--- src/hw/rtl/gmvf_pkg.sv ---
`default_nettype none

package gmvf_pkg;

    localparam int DataW  = 64;
    localparam int TagW   = 32;
    localparam int CountW = 16;
    localparam int ModeW  = 2;

    localparam int ValueBitsDefault = 64;
    localparam int RunMaxDefault    = 65535;

    typedef enum logic [ModeW-1:0] {
        MODE_PASS = 2'd0,
        MODE_FWD  = 2'd1,
        MODE_BWD  = 2'd2,
        MODE_BOTH = 2'd3
    } fill_mode_t;

    localparam fill_mode_t ModeReset = MODE_FWD;

endpackage

`default_nettype wire

--- src/hw/rtl/gmvf_in_if.sv ---
`default_nettype none

interface gmvf_in_if;
    logic                        valid;
    logic                        ready;
    logic [gmvf_pkg::DataW-1:0]  data_value;
    logic                        data_missing;
    logic                        group_first;
    logic                        group_last;
    logic [gmvf_pkg::TagW-1:0]   row_tag;

    modport source (
        output valid, data_value, data_missing, group_first, group_last, row_tag,
        input  ready
    );

    modport sink (
        input  valid, data_value, data_missing, group_first, group_last, row_tag,
        output ready
    );
endinterface

`default_nettype wire

--- src/hw/rtl/gmvf_out_if.sv ---
`default_nettype none

interface gmvf_out_if;
    logic                        valid;
    logic                        ready;
    logic [gmvf_pkg::DataW-1:0]  run_value;
    logic                        run_missing;
    logic [gmvf_pkg::CountW-1:0] run_count;
    logic [gmvf_pkg::TagW-1:0]   run_end_tag;
    logic                        run_closes_group;
    logic                        run_overflow;

    modport source (
        output valid, run_value, run_missing, run_count, run_end_tag, run_closes_group,
               run_overflow,
        input  ready
    );

    modport sink (
        input  valid, run_value, run_missing, run_count, run_end_tag, run_closes_group,
               run_overflow,
        output ready
    );
endinterface

`default_nettype wire

--- src/hw/rtl/grouped_missing_value_fill.sv ---
// grouped missing-value fill: takes one element per cycle and gives at most one run-length
// result per element, through the input register and then the result register.
// The rate is set by the single update of carried value and pending count between the two
// registers, so back-to-back elements never stall unless the result side holds off ready.
// In backward fill, and in both-ways fill before a group's first value, missing elements are
// only counted; the next present value, or the group's last element, closes the run with a
// count covering them. A run that reaches RUN_MAX is sent unfilled with run_overflow set.
// group_first and group_last clear the carried value and pending count; a fill_mode write
// does too; the user makes it only while the block is idle; the block does not enforce it.
`default_nettype none

module grouped_missing_value_fill #(
    parameter int VALUE_BITS = gmvf_pkg::ValueBitsDefault,
    parameter int RUN_MAX    = gmvf_pkg::RunMaxDefault
) (
    input  wire logic                     clk,
    input  wire logic                     rst_n,
    input  wire logic                     cfg_we,
    input  wire logic [gmvf_pkg::ModeW-1:0] cfg_wdata,
    gmvf_in_if.sink                       in_ch,
    gmvf_out_if.source                    out_ch
);

    localparam int CntW = gmvf_pkg::CountW;

    gmvf_pkg::fill_mode_t mode_reg;

    // input register
    logic                          s1_valid_reg;
    logic [VALUE_BITS-1:0]         s1_value_reg;
    logic                          s1_missing_reg;
    logic                          s1_first_reg;
    logic                          s1_last_reg;
    logic [gmvf_pkg::TagW-1:0]     s1_tag_reg;

    // fill state
    logic [VALUE_BITS-1:0]         carried_value_reg, carried_value_next;
    logic                          carried_valid_reg, carried_valid_next;
    logic [CntW-1:0]               pending_reg, pending_next;

    // result register
    logic                          out_valid_reg;
    logic [VALUE_BITS-1:0]         out_value_reg;
    logic                          out_missing_reg;
    logic [CntW-1:0]               out_count_reg;
    logic [gmvf_pkg::TagW-1:0]     out_tag_reg;
    logic                          out_closes_reg;
    logic                          out_overflow_reg;

    logic                          advance;
    logic                          process;

    logic [VALUE_BITS-1:0]         cv;
    logic                          cvalid;
    logic [CntW-1:0]               pend;
    logic [CntW:0]                 pend_inc;

    logic                          res_emit;
    logic [VALUE_BITS-1:0]         res_value;
    logic                          res_missing;
    logic [CntW-1:0]               res_count;
    logic                          res_overflow;

    assign advance     = !out_valid_reg || out_ch.ready;
    assign process     = s1_valid_reg && advance;
    assign in_ch.ready = !s1_valid_reg || advance;

    always_comb
    begin
        // group_first clears the state before the element is handled
        cv       = s1_first_reg ? '0 : carried_value_reg;
        cvalid   = s1_first_reg ? 1'b0 : carried_valid_reg;
        pend     = s1_first_reg ? '0 : pending_reg;
        pend_inc = {1'b0, pend} + (CntW+1)'(1);

        res_emit           = 1'b1;
        res_value          = '0;
        res_missing        = 1'b0;
        res_count          = CntW'(1);
        res_overflow       = 1'b0;
        carried_value_next = cv;
        carried_valid_next = cvalid;
        pending_next       = pend;

        if (mode_reg == gmvf_pkg::MODE_PASS)
        begin
            res_value   = s1_missing_reg ? '0 : s1_value_reg;
            res_missing = s1_missing_reg;
        end
        else if (!s1_missing_reg)
        begin
            res_value          = s1_value_reg;
            res_count          = pend_inc[CntW-1:0];
            pending_next       = '0;
            carried_value_next = s1_value_reg;
            carried_valid_next = 1'b1;
        end
        else if (mode_reg == gmvf_pkg::MODE_FWD || (mode_reg == gmvf_pkg::MODE_BOTH && cvalid))
        begin
            res_value   = cvalid ? cv : '0;
            res_missing = !cvalid;
        end
        else if (s1_last_reg)
        begin
            res_missing  = 1'b1;
            res_count    = pend_inc[CntW-1:0];
            pending_next = '0;
        end
        else if (pend_inc >= (CntW+1)'(RUN_MAX))
        begin
            res_missing  = 1'b1;
            res_count    = pend_inc[CntW-1:0];
            res_overflow = 1'b1;
            pending_next = '0;
        end
        else
        begin
            res_emit     = 1'b0;
            pending_next = pend_inc[CntW-1:0];
        end

        // group_last clears it after
        if (s1_last_reg)
        begin
            carried_value_next = '0;
            carried_valid_next = 1'b0;
            pending_next       = '0;
        end
    end

    always_ff @(posedge clk or negedge rst_n)
    begin
        if (!rst_n)
        begin
            mode_reg          <= gmvf_pkg::ModeReset;
            carried_value_reg <= '0;
            carried_valid_reg <= 1'b0;
            pending_reg       <= '0;
            s1_valid_reg      <= 1'b0;
            out_valid_reg     <= 1'b0;
        end
        else
        begin
            if (cfg_we)
            begin
                mode_reg          <= gmvf_pkg::fill_mode_t'(cfg_wdata);
                carried_value_reg <= '0;
                carried_valid_reg <= 1'b0;
                pending_reg       <= '0;
            end
            else if (process)
            begin
                carried_value_reg <= carried_value_next;
                carried_valid_reg <= carried_valid_next;
                pending_reg       <= pending_next;
            end

            if (in_ch.ready)
            begin
                s1_valid_reg <= in_ch.valid;
            end

            if (advance)
            begin
                out_valid_reg <= process && res_emit;
            end
        end
    end

    always_ff @(posedge clk)
    begin
        if (in_ch.valid && in_ch.ready)
        begin
            s1_value_reg   <= in_ch.data_value[VALUE_BITS-1:0];
            s1_missing_reg <= in_ch.data_missing;
            s1_first_reg   <= in_ch.group_first;
            s1_last_reg    <= in_ch.group_last;
            s1_tag_reg     <= in_ch.row_tag;
        end

        if (process && res_emit)
        begin
            out_value_reg    <= res_value;
            out_missing_reg  <= res_missing;
            out_count_reg    <= res_count;
            out_tag_reg      <= s1_tag_reg;
            out_closes_reg   <= s1_last_reg;
            out_overflow_reg <= res_overflow;
        end
    end

    assign out_ch.valid            = out_valid_reg;
    assign out_ch.run_value        = gmvf_pkg::DataW'(out_value_reg);
    assign out_ch.run_missing      = out_missing_reg;
    assign out_ch.run_count        = out_count_reg;
    assign out_ch.run_end_tag      = out_tag_reg;
    assign out_ch.run_closes_group = out_closes_reg;
    assign out_ch.run_overflow     = out_overflow_reg;

    // a missing run never carries a value
    assert property (@(posedge clk) disable iff (!rst_n)
        out_valid_reg && out_missing_reg |-> out_value_reg == '0)
        else $error("missing run with nonzero value");

    // overflow runs are unfilled and never the group's closing run
    assert property (@(posedge clk) disable iff (!rst_n)
        out_valid_reg && out_overflow_reg |-> out_missing_reg && !out_closes_reg)
        else $error("bad overflow run");

    // pending count stays below the run limit
    assert property (@(posedge clk) disable iff (!rst_n)
        s1_valid_reg |-> {1'b0, pending_reg} < (CntW+1)'(RUN_MAX))
        else $error("pending count reached run limit");

    // an element that closes its group leaves nothing behind
    assert property (@(posedge clk) disable iff (!rst_n)
        process && s1_last_reg && !cfg_we |=> pending_reg == '0 && !carried_valid_reg)
        else $error("state not cleared at group end");

endmodule

`default_nettype wire
--- src/flat_wrapper.sv ---
// flat-port wrapper written by rule: the top's interface ports become plain ports
module grouped_missing_value_fill_flat 
#(
    parameter int VALUE_BITS = gmvf_pkg::ValueBitsDefault,
    parameter int RUN_MAX    = gmvf_pkg::RunMaxDefault
)
  (clk, rst_n, cfg_we, cfg_wdata, in_ch_valid, in_ch_data_value, in_ch_data_missing, in_ch_group_first, in_ch_group_last, in_ch_row_tag, in_ch_ready, out_ch_valid, out_ch_run_value, out_ch_run_missing, out_ch_run_count, out_ch_run_end_tag, out_ch_run_closes_group, out_ch_run_overflow, out_ch_ready);
  gmvf_in_if in_ch_i ();
  gmvf_out_if out_ch_i ();
  input  wire logic clk;
  input  wire logic rst_n;
  input  wire logic cfg_we;
  input  wire logic [gmvf_pkg::ModeW-1:0] cfg_wdata;
  input wire logic [$bits(in_ch_i.valid)-1:0] in_ch_valid;
  input wire logic [$bits(in_ch_i.data_value)-1:0] in_ch_data_value;
  input wire logic [$bits(in_ch_i.data_missing)-1:0] in_ch_data_missing;
  input wire logic [$bits(in_ch_i.group_first)-1:0] in_ch_group_first;
  input wire logic [$bits(in_ch_i.group_last)-1:0] in_ch_group_last;
  input wire logic [$bits(in_ch_i.row_tag)-1:0] in_ch_row_tag;
  output wire logic [$bits(in_ch_i.ready)-1:0] in_ch_ready;
  output wire logic [$bits(out_ch_i.valid)-1:0] out_ch_valid;
  output wire logic [$bits(out_ch_i.run_value)-1:0] out_ch_run_value;
  output wire logic [$bits(out_ch_i.run_missing)-1:0] out_ch_run_missing;
  output wire logic [$bits(out_ch_i.run_count)-1:0] out_ch_run_count;
  output wire logic [$bits(out_ch_i.run_end_tag)-1:0] out_ch_run_end_tag;
  output wire logic [$bits(out_ch_i.run_closes_group)-1:0] out_ch_run_closes_group;
  output wire logic [$bits(out_ch_i.run_overflow)-1:0] out_ch_run_overflow;
  input wire logic [$bits(out_ch_i.ready)-1:0] out_ch_ready;
  assign in_ch_i.valid = in_ch_valid;
  assign in_ch_i.data_value = in_ch_data_value;
  assign in_ch_i.data_missing = in_ch_data_missing;
  assign in_ch_i.group_first = in_ch_group_first;
  assign in_ch_i.group_last = in_ch_group_last;
  assign in_ch_i.row_tag = in_ch_row_tag;
  assign in_ch_ready = in_ch_i.ready;
  assign out_ch_valid = out_ch_i.valid;
  assign out_ch_run_value = out_ch_i.run_value;
  assign out_ch_run_missing = out_ch_i.run_missing;
  assign out_ch_run_count = out_ch_i.run_count;
  assign out_ch_run_end_tag = out_ch_i.run_end_tag;
  assign out_ch_run_closes_group = out_ch_i.run_closes_group;
  assign out_ch_run_overflow = out_ch_i.run_overflow;
  assign out_ch_i.ready = out_ch_ready;
  grouped_missing_value_fill #(.VALUE_BITS(VALUE_BITS), .RUN_MAX(RUN_MAX)) u_core (.clk(clk), .rst_n(rst_n), .cfg_we(cfg_we), .cfg_wdata(cfg_wdata), .in_ch(in_ch_i), .out_ch(out_ch_i));
endmodule
--- config.mk ---
export PLATFORM = sky130hd
export DESIGN_NAME = grouped_missing_value_fill_flat
export DESIGN_NICKNAME = d
export VERILOG_FILES = /design/src/hw/rtl/gmvf_pkg.sv /design/src/hw/rtl/gmvf_in_if.sv /design/src/hw/rtl/gmvf_out_if.sv /design/src/hw/rtl/grouped_missing_value_fill.sv /design/src/flat_wrapper.sv
export SDC_FILE = /design/constraint.sdc
export NUM_CORES = 1
export LEC_CHECK = 0
export CORE_MARGIN = 2
export CORE_UTILIZATION = 28
export DETAILED_ROUTE_END_ITERATION = 10
export DONT_BUFFER_PORTS = 1
export GPL_TIMING_DRIVEN = 1
export HOLD_SLACK_MARGIN = 0.03
export PLACE_DENSITY_LB_ADDON = 0.05
export SLEW_MARGIN = 0
export SYNTH_ARGS = -nofsm -noshare
export SYNTH_HDL_FRONTEND = slang
export SYNTH_SLANG_ARGS = --single-unit
export TNS_END_PERCENT = 100
--- constraint.sdc ---
create_clock -name clk -period 9.5 [get_ports clk]
set_clock_uncertainty 0.2 [all_clocks]
set_input_delay 0.95 -clock clk [delete_from_list [all_inputs] [get_ports clk]]
set_output_delay 0.95 -clock clk [all_outputs]
set_load 0.1 [all_outputs]
==> impl_metrics.env <==
export IMPL_status="finished, final reports clean"
export IMPL_clock_sinks=299
export IMPL_cts_setup_buffers=0
export IMPL_drive_above_1_share_pct=9.45
export IMPL_r2r_end="u_core.out_ch.run_value[51]"
export IMPL_wirelength_um=28200
export IMPL_start_util_pct=28.5
export IMPL_worstSetupPathType="reg2reg"
export IMPL_ir_worst_vdd_uv=139
export IMPL_final_cell_mix="214 x edfxtp_1, 90 x nand2_1, 84 x dfrtp_1"
export IMPL_syn_cell_area_mm2=0.0114
export IMPL_via_per_inst=4.78
export IMPL_synth_edf_count=214
export IMPL_r2r_cells=11
export IMPL_ff2ff_setup_slack_ns=4.65
export IMPL_tightest_slew_ns=1.21
export IMPL_hold_ws_ns=0.138
export IMPL_ys_warn_count=0
export IMPL_yosys_area_share_adder_pct=0.220
export IMPL_async_reset_ff_share_pct=28.4
export IMPL_clock_path_buffers=3
export IMPL_multi_input_area_mm2=0.00239
export IMPL_fmax_mhz=206
export IMPL_cts_made_buffers=37
export IMPL_cap_viol_max_count=0
export IMPL_crit_path_top_delay_cell="a31oi_4"
export IMPL_yosysUniqueCellTypes=55
export IMPL_post_route_period_util_pct=51.1
export IMPL_antenna_found_initial=9
export IMPL_drt_iter0_markers=441
export IMPL_critical_path_buf_inv_count=3
export IMPL_power_density_mw_per_mm2=254
export IMPL_rows=73
export IMPL_fill_cells=3922
export IMPL_syn_to_final_growth_pct=15.4
export IMPL_clockRootBuffer="clkbuf_16"
export IMPL_critPathRequiredTime_ns=9.45
export IMPL_drc=0
export IMPL_final_antenna_net_count=0
export IMPL_synth_seq_cells=299
export IMPL_power_leakage_uw=0.00487
export IMPL_nets=905
export IMPL_overflow=0
export IMPL_hpwl_um=16700
export IMPL_die_h_um=205
export IMPL_synthSimpleGateAreaFrac_pct=8.40
export IMPL_hold_path_class="in2async"
export IMPL_grt_setup_unrepaired="false"
export IMPL_syn_area_per_cell_um2=14.3
export IMPL_setup_viol=0
export IMPL_fp_dieW_um=205
export IMPL_grtUsageMet3_pct=5.83
export IMPL_path_delay_family="simple AND/OR/NAND/NOR gates"
export IMPL_grt_max_degree=105
export IMPL_syn_inst=793
export IMPL_avgRoutedWirePerCell_um=20.9
export IMPL_htreeDepth=2
export IMPL_synth_compound_area_share_pct=10.9
export IMPL_syn_nets=901
export IMPL_reg2reg_from="u_core.s1_first_reg"
export IMPL_floorplan_die_area_mm2=0.0422
export IMPL_cts_tree="built"
export IMPL_first_global_vias=6643
export IMPL_path_max_fanout=92
export IMPL_grtUsageMet2_pct=20.6
export IMPL_use_met1_pct=16.8
export IMPL_finalHoldViolCount=0
export IMPL_seq_area_mm2=0.00855
export IMPL_synth_flop_cell="edfxtp_1"
export IMPL_ys_seq_area_share_pct=75.3
export IMPL_path_clk_slew_ns=0.06
export IMPL_insertion_delay_ns=0.54
export IMPL_synth_mux_area_share_pct=0.286
export IMPL_track_usage_pct=13.5
export IMPL_synth_top_family_by_area="compound AO/OA/AOI/OAI gates"
export IMPL_synth_xor_area_share_pct=1.00
export IMPL_core_mm2=0.0399
export IMPL_path_cells="buf_4 -> nand2b_1 -> inv_1 -> ha_1 -> nand3b_1 -> or4_4 -> xor2_1 -> nor2_2 -> nand4b_4 -> a31oi_4 -> buf_12"
export IMPL_min_period_ns=4.85
export IMPL_slew_headroom_pct=19.1
export IMPL_place_gp_congestion=0.804
export IMPL_arrival_ns=4.81
export IMPL_maxSlewViolCount=0
export IMPL_crit_path_end_kind="register"
export IMPL_vias=6462
export IMPL_first_pass_iters=5
export IMPL_start_kind="register"
export IMPL_fin_tns_setup_ns=0
export IMPL_crit_path_max_incr_delay_ns=0.88
export IMPL_busiest_layer="met2"
export IMPL_io_pins=223
export IMPL_io_buffers=0
export IMPL_startpoint="u_core.s1_first_reg"
export IMPL_layout_commonest_cell="edfxtp_1"
export IMPL_grt_pass1_wl_um=42800
-- how the worst max path moves through the flow --
stage | endpoint | slack (ns) | depth (start not counted)
after floorplan | u_core.out_ch.run_closes_group | 2.47 | 12
after global placement | u_core.out_ch.run_value[51] | 4.83 | 11
after detailed placement | u_core.out_ch.run_value[50] | 4.70 | 11
after CTS | u_core.out_ch.run_value[43] | 4.66 | 11
after global routing | u_core.out_ch.run_value[49] | 4.43 | 11
final | u_core.out_ch.run_value[51] | 4.65 | 11
-- what timing repair did --
item	CTS	global route
endpoints found under the setup margin	0	0
hold buffers	2	0
resized for setup	0	0
hold endpoints to repair	84	0
-- kinds of logic (layout without fill, tap and decap cells) --
| kind of cell | Yosys count | in the layout |
|---|---|---|
| compound gates | 168 | 168 |
| xor+xnor | 13 | 13 |
| buf+inv | 114 | 146 |
| simple gates | 194 | 194 |
| fa+ha+maj | 2 | 2 |
| flops | 299 | 299 |
| mux | 3 | 3 |
| other cells | 0 | 3 |
-- power by group --
| group | internal [uW] | total (uW) | switching [uW] |
|---|---|---|---|
| logic | 31.7 | 138 | 106 |
| registers | 1510 | 1870 | 357 |
| clock network | 791 | 1320 | 532 |
-- stage by stage --
step	area (um^2)	setup WS, ns	cells	power [uW]	utilization [%]
after detailed placement	11900	4.70	1281	2030	29.9
after floorplan	11400	2.47	793	1970	-
after global placement	11900	4.83	1281	2030	29.9
after global routing	13100	4.43	1352	3470	32.8
after CTS	13100	4.66	1350	3390	32.8
final	13100	4.65	1353	3330	32.8
-- layout make-up --
class                           count  area share, %
Clock buffer                       52           7.64
Tap cell                          525           5.01
Antenna cell                        3         0.0573
Sequential cell                   299           65.3
Clock inverter                     15          0.993
Timing Repair Buffer                9          0.783
Multi-Input combinational cell    380           18.3
Inverter                           70           2.00
-- Yosys cell counts (2+ instances only) --
cell type / n / area [um^2]
mux2_2: 2 / 22.5
clkbuf_1: 40 / 150
nand4b_1: 2 / 17.5
o22ai_1: 65 / 407
nand4_1: 6 / 37.5
xnor2_1: 5 / 43.8
a22oi_1: 3 / 22.5
a22o_1: 65 / 569
nand3b_1: 4 / 30.0
nor4_1: 6 / 37.5
nor3_1: 8 / 40.0
o31ai_1: 3 / 22.5
inv_1: 70 / 263
nor3_2: 2 / 20.0
o21ai_0: 7 / 35.0
or2_2: 3 / 18.8
a21o_1: 4 / 30.0
and3_1: 5 / 31.3
o211ai_1: 4 / 30.0
buf_2: 2 / 10.0
or2b_1: 2 / 15.0
xor2_1: 8 / 70.1
edfxtp_1: 214 / 6430
a31oi_1: 2 / 12.5
nor2b_1: 4 / 25.0
nand2b_1: 7 / 43.8
ha_1: 2 / 25.0
a32oi_1: 2 / 17.5
nor2_2: 2 / 12.5
nand3_1: 13 / 65.1
nand2_1: 90 / 338
a21oi_1: 6 / 30.0
dfrtp_1: 84 / 2100
nor2_1: 30 / 113
-- routing by layer --
layer,routed length (um),vias to the layer above
met5,80,-
met4,755,12
met3,2420,61
met2,13000,210
met1,12000,3234
li1,-,2945
Note: power is estimated with default switching activity, not from simulation.
